--- src/hw/rtl/tse_pkg.sv ---
// Shared types, constants and the reciprocal factorial table of the Taylor series evaluator.
package tse_pkg;

    // Sizes
    localparam int MAX_ORDER = 7;
    localparam int DEPTH     = MAX_ORDER + 1;
    localparam int IDX_W     = 3;
    localparam int DATA_W    = 32;
    localparam int DELTA_W   = DATA_W + 1;
    localparam int TERM_W    = 46;
    localparam int PART_W    = TERM_W / 2;
    localparam int PP_W      = PART_W + DATA_W;
    localparam int PROD_W    = TERM_W + DATA_W;
    localparam int MUL_W     = 2 * DATA_W;
    localparam int SUM_W     = TERM_W + 4;
    localparam int SDATA_W   = 72;
    localparam int PROD_LIM_B = 62;
    localparam int FRAC_B    = 16;

    // Largest term magnitude
    localparam logic [TERM_W-1:0] TERM_LIM = {TERM_W{1'b1}};

    // Item kinds carried in s_tuser
    localparam logic OP_WRITE = 1'b0;
    localparam logic OP_EVAL  = 1'b1;

    // Input word layout
    localparam int IDX_LSB   = 0;
    localparam int COEFF_LSB = IDX_LSB + IDX_W;
    localparam int POINT_LSB = COEFF_LSB + DATA_W;

    typedef logic [IDX_W-1:0] idx_t;

    // Datapath commands
    typedef enum logic [3:0] {
        CMD_NONE,
        CMD_WRITE,
        CMD_LOAD,
        CMD_COEF,
        CMD_MLO,
        CMD_MHI,
        CMD_NORM,
        CMD_ACC,
        CMD_FIN
    } dp_cmd_t;

    // Datapath status back to the controller
    typedef struct packed {
        logic term_done;
        logic last_term;
    } dp_status_t;

    // Controller states
    typedef enum logic [2:0] {
        ST_IDLE,
        ST_COEF,
        ST_MLO,
        ST_MHI,
        ST_NORM,
        ST_FIN
    } ctl_state_t;

    // round(2^32 / i!) as Q0.32; orders 0 and 1 are 1.0, hold zero here and bypass the multiplier
    function automatic logic [DATA_W-1:0] recip_fact(input idx_t i);
        logic [DATA_W-1:0] r;
        begin
            unique case (i)
                3'd0:    r = 32'd0;
                3'd1:    r = 32'd0;
                3'd2:    r = 32'd2147483648;
                3'd3:    r = 32'd715827883;
                3'd4:    r = 32'd178956971;
                3'd5:    r = 32'd35791394;
                3'd6:    r = 32'd5965232;
                3'd7:    r = 32'd852176;
                default: r = 32'd0;
            endcase
            return r;
        end
    endfunction

endpackage

--- src/hw/rtl/tse_ctrl.sv ---
// Controller state machine of the Taylor series evaluator: sequences term steps and the output word.
module tse_ctrl (
    input  logic                 aclk,
    input  logic                 aresetn,
    input  logic                 s_tvalid,
    input  logic                 s_tuser,
    output logic                 s_tready,
    output logic                 m_tvalid,
    input  logic                 m_tready,
    input  tse_pkg::dp_status_t  status,
    output tse_pkg::dp_cmd_t     cmd
);
    import tse_pkg::*;

    ctl_state_t state_reg, state_next;
    logic       m_tvalid_reg, m_tvalid_next;
    logic       out_free;

    // State and output-valid registers
    always_ff @(posedge aclk) begin
        if (!aresetn) begin
            state_reg    <= ST_IDLE;
            m_tvalid_reg <= 1'b0;
        end else begin
            state_reg    <= state_next;
            m_tvalid_reg <= m_tvalid_next;
        end
    end

    assign out_free = !m_tvalid_reg || m_tready;
    assign m_tvalid = m_tvalid_reg;

    // Next state and commands
    always_comb begin
        state_next    = state_reg;
        cmd           = CMD_NONE;
        s_tready      = 1'b0;
        m_tvalid_next = m_tvalid_reg && !m_tready;
        unique case (state_reg)
            ST_IDLE: begin
                s_tready = out_free;
                if (s_tvalid && out_free) begin
                    if (s_tuser == OP_EVAL) begin
                        cmd        = CMD_LOAD;
                        state_next = ST_COEF;
                    end else begin
                        cmd           = CMD_WRITE;
                        m_tvalid_next = 1'b1;
                    end
                end
            end
            ST_COEF: begin
                cmd        = CMD_COEF;
                state_next = ST_MLO;
            end
            ST_MLO: begin
                // term finished: add it and move to the next order, or to the output after the last
                if (status.term_done) begin
                    cmd        = CMD_ACC;
                    state_next = status.last_term ? ST_FIN : ST_COEF;
                end else begin
                    cmd        = CMD_MLO;
                    state_next = ST_MHI;
                end
            end
            ST_MHI: begin
                cmd        = CMD_MHI;
                state_next = ST_NORM;
            end
            ST_NORM: begin
                cmd        = CMD_NORM;
                state_next = ST_MLO;
            end
            ST_FIN: begin
                if (out_free) begin
                    cmd           = CMD_FIN;
                    m_tvalid_next = 1'b1;
                    state_next    = ST_IDLE;
                end
            end
            default: state_next = ST_IDLE;
        endcase
    end

endmodule

--- src/hw/rtl/tse_datapath.sv ---
// Datapath of the Taylor series evaluator: derivative store, shared multiplier, term and sum registers.
module tse_datapath (
    input  logic                          aclk,
    input  logic                          aresetn,
    input  tse_pkg::dp_cmd_t              cmd,
    input  logic [tse_pkg::SDATA_W-1:0]   in_data,
    input  logic                          cfg_wr_en,
    input  logic [tse_pkg::DATA_W-1:0]    cfg_wr_data,
    output tse_pkg::dp_status_t           status,
    output logic [tse_pkg::DATA_W-1:0]    out_value,
    output logic                          out_status
);
    import tse_pkg::*;

    localparam logic signed [SUM_W-1:0] SUM_MAX =
        {{(SUM_W-DATA_W+1){1'b0}}, {(DATA_W-1){1'b1}}};
    localparam logic signed [SUM_W-1:0] SUM_MIN =
        {{(SUM_W-DATA_W+1){1'b1}}, {(DATA_W-1){1'b0}}};

    logic [DATA_W-1:0]        ep_reg;
    logic [DATA_W-1:0]        store_reg [DEPTH];
    logic [DATA_W-1:0]        dmag_reg;
    logic                     dneg_reg;
    idx_t                     idx_reg;
    idx_t                     steps_reg;
    logic [TERM_W-1:0]        tmag_reg;
    logic                     tneg_reg;
    logic [PP_W-1:0]          pp_reg;
    logic [PP_W-1:0]          hp_reg;
    logic signed [SUM_W-1:0]  sum_reg;
    logic                     sat_reg;
    logic [DATA_W-1:0]        out_value_reg;
    logic                     out_status_reg;

    idx_t                     wr_idx;
    logic [DATA_W-1:0]        wr_value;
    logic [DATA_W-1:0]        point;
    logic signed [DELTA_W-1:0] delta;
    logic [DELTA_W-1:0]       delta_mag;
    logic [DATA_W-1:0]        d_cur;
    logic                     d_neg;
    logic [DATA_W-1:0]        d_mag;
    logic [DATA_W-1:0]        coef;
    logic [DATA_W-1:0]        mul_a;
    logic [DATA_W-1:0]        mul_b;
    logic [MUL_W-1:0]         mul_p;
    logic [PROD_W-1:0]        full_prod;
    logic                     over;
    logic [TERM_W-1:0]        new_mag;
    logic signed [SUM_W-1:0]  term_ext;
    logic signed [SUM_W-1:0]  term_s;
    logic                     clip_hi;
    logic                     clip_lo;

    // Input word fields
    assign wr_idx   = in_data[IDX_LSB +: IDX_W];
    assign wr_value = in_data[COEFF_LSB +: DATA_W];
    assign point    = in_data[POINT_LSB +: DATA_W];

    // x - a, exact in 33 bits, split into sign and magnitude
    assign delta     = $signed({point[DATA_W-1], point}) - $signed({ep_reg[DATA_W-1], ep_reg});
    assign delta_mag = delta[DELTA_W-1] ? DELTA_W'(-delta) : DELTA_W'(delta);

    // Current derivative as sign and magnitude
    assign d_cur = store_reg[idx_reg];
    assign d_neg = d_cur[DATA_W-1];
    assign d_mag = d_neg ? (~d_cur + DATA_W'(1)) : d_cur;

    // Shared 32x32 multiplier: coefficient scaling or one half of a term step
    always_comb begin
        unique case (cmd)
            CMD_MLO: begin
                mul_a = {{(DATA_W-PART_W){1'b0}}, tmag_reg[PART_W-1:0]};
                mul_b = dmag_reg;
            end
            CMD_MHI: begin
                mul_a = {{(DATA_W-PART_W){1'b0}}, tmag_reg[TERM_W-1:PART_W]};
                mul_b = dmag_reg;
            end
            default: begin
                mul_a = d_mag;
                mul_b = recip_fact(idx_reg);
            end
        endcase
    end
    assign mul_p = mul_a * mul_b;

    // Orders 0 and 1 have reciprocal 1.0
    assign coef = (idx_reg < idx_t'(2)) ? d_mag : mul_p[MUL_W-1:DATA_W];

    // Term step: recombine halves, clamp, drop fraction bits
    assign full_prod = {hp_reg, {PART_W{1'b0}}} + {{(PROD_W-PP_W){1'b0}}, pp_reg};
    assign over      = |full_prod[PROD_W-1:PROD_LIM_B];
    assign new_mag   = over ? TERM_LIM : full_prod[FRAC_B +: TERM_W];

    // Signed term for the running sum
    assign term_ext = {{(SUM_W-TERM_W){1'b0}}, tmag_reg};
    assign term_s   = tneg_reg ? -term_ext : term_ext;

    // Final saturation to 32 bits
    assign clip_hi = sum_reg > SUM_MAX;
    assign clip_lo = sum_reg < SUM_MIN;

    // Expansion point and derivative store
    always_ff @(posedge aclk) begin
        if (!aresetn) begin
            ep_reg <= '0;
            for (int i = 0; i < DEPTH; i++) begin
                store_reg[i] <= '0;
            end
        end else begin
            if (cfg_wr_en) begin
                ep_reg <= cfg_wr_data;
            end
            if (cmd == CMD_WRITE) begin
                store_reg[wr_idx] <= wr_value;
            end
        end
    end

    // Evaluation registers
    always_ff @(posedge aclk) begin
        unique case (cmd)
            CMD_WRITE: begin
                out_value_reg  <= '0;
                out_status_reg <= 1'b0;
            end
            CMD_LOAD: begin
                dneg_reg <= delta[DELTA_W-1];
                dmag_reg <= delta_mag[DATA_W-1:0];
                idx_reg  <= '0;
                sum_reg  <= '0;
                sat_reg  <= 1'b0;
            end
            CMD_COEF: begin
                tmag_reg  <= {{(TERM_W-DATA_W){1'b0}}, coef};
                tneg_reg  <= d_neg && (coef != '0);
                steps_reg <= idx_reg;
            end
            CMD_MLO: begin
                pp_reg <= mul_p[PP_W-1:0];
            end
            CMD_MHI: begin
                hp_reg <= mul_p[PP_W-1:0];
            end
            CMD_NORM: begin
                tmag_reg  <= new_mag;
                tneg_reg  <= (tneg_reg ^ dneg_reg) && (new_mag != '0);
                sat_reg   <= sat_reg | over;
                steps_reg <= steps_reg - idx_t'(1);
            end
            CMD_ACC: begin
                sum_reg <= sum_reg + term_s;
                idx_reg <= idx_reg + idx_t'(1);
            end
            CMD_FIN: begin
                if (clip_hi) begin
                    out_value_reg <= SUM_MAX[DATA_W-1:0];
                end else if (clip_lo) begin
                    out_value_reg <= SUM_MIN[DATA_W-1:0];
                end else begin
                    out_value_reg <= sum_reg[DATA_W-1:0];
                end
                out_status_reg <= sat_reg | clip_hi | clip_lo;
            end
            default: begin
            end
        endcase
    end

    // Status to the controller; a zero term stays zero
    assign status.term_done = (steps_reg == '0) || (tmag_reg == '0);
    assign status.last_term = (idx_reg == idx_t'(MAX_ORDER));

    assign out_value  = out_value_reg;
    assign out_status = out_status_reg;

endmodule

--- src/hw/rtl/taylor_series_evaluator_top.sv ---
// Top level of the Taylor series evaluator: controller plus datapath.
//
// Usage:
// - Input words on s_*: s_tuser selects write (0) or evaluate (1). A write stores
//   coeff_value as derivative coeff_index; an evaluate returns the truncated
//   series sum of d[i]/i! * (x - a)^i for x = eval_point, all signed Q16.16.
// - Every input word gives one output word on m_*: m_tdata is the series value,
//   m_tuser is set when a term or the final sum saturated. Writes return 0 / 0.
// - cfg_wr_en / cfg_wr_data set the expansion point a; write only while idle.
// - A write word shows on m_* in the cycle after acceptance. An evaluate runs,
//   for each order i, the coefficient step and k_i multiply-by-(x - a) steps,
//   where k_i <= i is the number of steps run before the term reaches zero, and
//   then adds the term. Each step uses the one shared 32x32 multiplier in turn
//   (low half, high half, recombine and clamp).
// - One word is in flight at a time; the next word is accepted when the block
//   is idle and the output register is empty or being emptied.
// - When m_tready is low the result waits in the output register and input
//   stalls after that single word.
// - Reset (aresetn low, synchronous) clears the derivative store and the
//   expansion point to zero and drops any pending output word.
module taylor_series_evaluator_top (
    input  logic                          aclk,
    input  logic                          aresetn,
    input  logic                          cfg_wr_en,
    input  logic [tse_pkg::DATA_W-1:0]    cfg_wr_data,
    input  logic                          s_tvalid,
    output logic                          s_tready,
    // [2:0] coeff_index, [34:3] coeff_value, [66:35] eval_point, [71:67] zero
    input  logic [tse_pkg::SDATA_W-1:0]   s_tdata,
    // [0] command
    input  logic                          s_tuser,
    output logic                          m_tvalid,
    input  logic                          m_tready,
    // [31:0] series_value
    output logic [tse_pkg::DATA_W-1:0]    m_tdata,
    // [0] status
    output logic                          m_tuser
);
    import tse_pkg::*;

    dp_cmd_t    cmd;
    dp_status_t status;

    tse_ctrl u_ctrl (
        .aclk     (aclk),
        .aresetn  (aresetn),
        .s_tvalid (s_tvalid),
        .s_tuser  (s_tuser),
        .s_tready (s_tready),
        .m_tvalid (m_tvalid),
        .m_tready (m_tready),
        .status   (status),
        .cmd      (cmd)
    );

    tse_datapath u_datapath (
        .aclk        (aclk),
        .aresetn     (aresetn),
        .cmd         (cmd),
        .in_data     (s_tdata),
        .cfg_wr_en   (cfg_wr_en),
        .cfg_wr_data (cfg_wr_data),
        .status      (status),
        .out_value   (m_tdata),
        .out_status  (m_tuser)
    );

endmodule

--- config.mk ---
export PLATFORM = sky130hd
export DESIGN_NAME = taylor_series_evaluator_top
export DESIGN_NICKNAME = d
export VERILOG_FILES = /design/src/hw/rtl/tse_pkg.sv /design/src/hw/rtl/tse_ctrl.sv /design/src/hw/rtl/tse_datapath.sv /design/src/hw/rtl/taylor_series_evaluator_top.sv
export SDC_FILE = /design/constraint.sdc
export NUM_CORES = 2
export LEC_CHECK = 0
export BUFFER_PORTS_ARGS = -buffer_cell sky130_fd_sc_hd__buf_2
export CAP_MARGIN = 20
export CORE_MARGIN = 5
export CORE_UTILIZATION = 60
export CTS_CLUSTER_DIAMETER = 100
export DETAILED_ROUTE_END_ITERATION = 7
export PLACE_DENSITY = 0.77
export SYNTH_ARGS = -nofsm -noshare
export SYNTH_HDL_FRONTEND = slang
export SYNTH_SLANG_ARGS = --single-unit
export TNS_END_PERCENT = 50
--- constraint.sdc ---
create_clock -name aclk -period 13.6 [get_ports aclk]
set_input_delay 1.36 -clock aclk [delete_from_list [all_inputs] [get_ports aclk]]
set_output_delay 1.36 -clock aclk [all_outputs]
set_load 0.02 [all_outputs]
==> impl_metrics.py <==
metrics = {
    "clock_tree": {
        "clockRootBuffer": "clkbuf_16",
        "cts_buffer_depth": 3,
        "cts_tree": "yes",
        "cts_buffers": 61,
        "path_clk_slew_ns": 0.07,
        "hold_buffers": 0,
        "clock_latency_ns": 0.71,
        "htree_levels": 2,
        "cts_sinks": 568,
    },
    "place": {
        "dpl.hpwl_um": 173000,
        "portBuffers": 139,
        "place_congestion": 1.06,
    },
    "finish": {
        "final_nets": 8565,
        "drive_gt1_frac": 0.113,
        "areaGrowthSynthToFinish_pct": 10.6,
        "largest_reg_flops": 256,
    },
    "setup_path": {
        "critPathSlowestCell": "xnor2_1",
        "reg2regPathDepth": 39,
        "critPathKind": "flop to flop",
        "cp-start-kind": "flop",
        "cp_slowest_stage_delay_ns": 0.75,
        "path_max_fanout": 19,
        "path_common_cell": "fa_1",
        "worstPathRequired_ns": 14.04,
        "cp.arrival_ns": 13.78,
        "cp-end-kind": "flop",
    },
    "synthesis": {
        "synth.distinct_cells": 114,
        "yosysWarnings": 0,
        "synth.most_common_cell": "inv_1",
        "synth_area_leader_cell": "fa_1",
        "avgSynthCellArea_um2": 9.69,
        "synth_ff_type": "edfxtp_1",
        "yosysSeqAreaShare": 0.251,
        "synth_async_sr_flop_share": 0,
        "synth_common_cells": "inv_1 (1049), fa_1 (899), nor2_1 (692), nand2_1 (678), edfxtp_1 (520)",
        "synth_area_um2": 66100,
        "synth.area.top_cells": "fa_1 (27%), edfxtp_1 (24%), ha_1 (7.2%)",
        "ys_ff_latch": 568,
        "synth-edff-count": 520,
        "postSynthCellCount": 6822,
        "synth_top_area_share": 0.272,
    },
    "sta": {
        "hold_viol_final": 0,
        "fin_crit_ns": 13.34,
        "rsz0062_at_grt": "no",
        "slew_headroom": 0.205,
        "skew_ns": 0.0460,
        "fmax_mhz": 74.9,
        "setup_violations": 0,
        "slew_violations": 0,
        "final.period_utilization": 0.981,
        "worst_pin_slew_ns": 1.19,
        "setup_tns_ns": 0,
    },
    "route": {
        "totalWireLength_um": 218000,
        "antenna_left": 0,
        "drt_pass1_iterations": 7,
        "vias": 53764,
        "routedWlPerCell_um": 25.0,
        "drtIter0Drc": 6699,
        "drc": 0,
        "avgViaCountPerCell": 6.17,
    },
    "global_route": {
        "grt_max_degree": 70,
        "antenna_found_initial": 13,
        "grt_first_pass_wirelength_um": 327000,
        "grt_use_total": 0.371,
        "grt_overflow": 0,
        "grt_pass1_vias": 54659,
    },
    "die": {
        "die_area_um2": 117000,
        "core.rowCount": 121,
        "coreArea_um2": 109000,
        "fp.dieW_um": 342,
        "initial_core_util": 0.606,
        "die_y_um": 342,
        "ioPinCount": 145,
    },
    "worst_hold_path": {
        "min_path_type": "flop to flop",
        "whs_path_depth": 2,
    },
    "status": {
        "status": "complete, no violations",
    },
    "run": {
        "max-cap-violations": 0,
    },
}
## critical path: cells and delay by family (launching register included)
kind                     cells  cell delay, ns
flip-flops                   1            0.63
XOR/XNOR                     1            0.75
AND/OR/NAND/NOR             14            3.88
buffers and inverters        7            1.03
AO/OA/AOI/OAI                8            2.25
adder cells (fa/ha/maj)      9            4.51
## area by class of cell
cell class	count	area, µm²
timing repair buffer	541	3990
clock buffer	73	1590
multi-input combinational	4950	44700
tap	1476	1850
clock inverter	41	404
inverter	1051	3950
fill	8550	36000
antenna	9	22.5
sequential	568	16600
## final timing paths
check	end	startpoint	slack [ns]
setup / recovery	u_datapath.tneg_reg	flop	0.26
hold / removal	u_datapath.ep_reg[30]	u_datapath.ep_reg[30]	0.51
setup reg to reg	u_datapath.tneg_reg	flop	0.26
hold reg to reg	u_datapath.ep_reg[30]	u_datapath.ep_reg[30]	0.51
## per-layer routing
layer,vias up,wire length (µm),global-route usage
met5,-,71,0
met4,10,15400,0.204
met3,841,28100,0.115
met2,3485,95500,0.571
met1,26398,78600,0.472
li1,23030,-,-
## per-stage QoR
stage / worst slack, ns / cell area [µm²] / util / instances / hold WS (ns)
after floorplan: 1.61 / 66300 / - / 6883 / 0.483
after global placement: 0.327 / 71000 / 0.650 / 8583 / 0.498
after detailed placement: 0.125 / 71000 / 0.650 / 8583 / 0.506
after CTS: 0.0862 / 73000 / 0.668 / 8697 / 0.519
after global routing: 0.00462 / 73100 / 0.670 / 8704 / 0.544
final: 0.257 / 73100 / 0.670 / 8709 / 0.515
## what timing repair did
action	in CTS	in global routing
setup endpoints to repair	0	5
setup buffers	0	2
resized for setup	0	16
endpoints found under the hold margin	0	0
## placed cells by master, fill, tap and decap left out, types with 21 or more instances in the layout
master | synthesis | routed
a211oi_1 | 28 | 28
a21o_1 | 102 | 101
a21oi_1 | 299 | 291
a22oi_1 | 37 | 36
a31oi_1 | 45 | 45
and2_1 | 324 | 323
and3_1 | 69 | 69
buf_12 | 4 | 21
buf_2 | 55 | 139
buf_4 | 4 | 379
clkbuf_16 | 0 | 61
conb_1 | 2 | 63
dfxtp_1 | 48 | 46
edfxtp_1 | 520 | 520
fa_1 | 899 | 899
ha_1 | 383 | 383
inv_1 | 1049 | 1048
mux2i_1 | 94 | 93
mux4_2 | 50 | 50
nand2_1 | 678 | 677
nand2b_1 | 41 | 39
nand3_1 | 72 | 72
nand4_1 | 62 | 62
nor2_1 | 692 | 684
nor2b_1 | 52 | 52
nor3_1 | 77 | 73
o21a_1 | 37 | 36
o21ai_0 | 151 | 143
o21bai_1 | 30 | 30
o31ai_1 | 37 | 36
or2_2 | 23 | 23
xnor2_1 | 179 | 179
xor2_1 | 100 | 100
## cells by family after synthesis
logic type,synth area share
flops,0.251
xor+xnor,0.0370
other cells,0.000114
mux,0.0344
fa+ha+maj,0.345
simple gates,0.156
compound gates,0.0967
buf+inv,0.0803
Power is not shown: default switching activity piles up to over one toggle a cycle in this logic, so the estimate is an artifact.
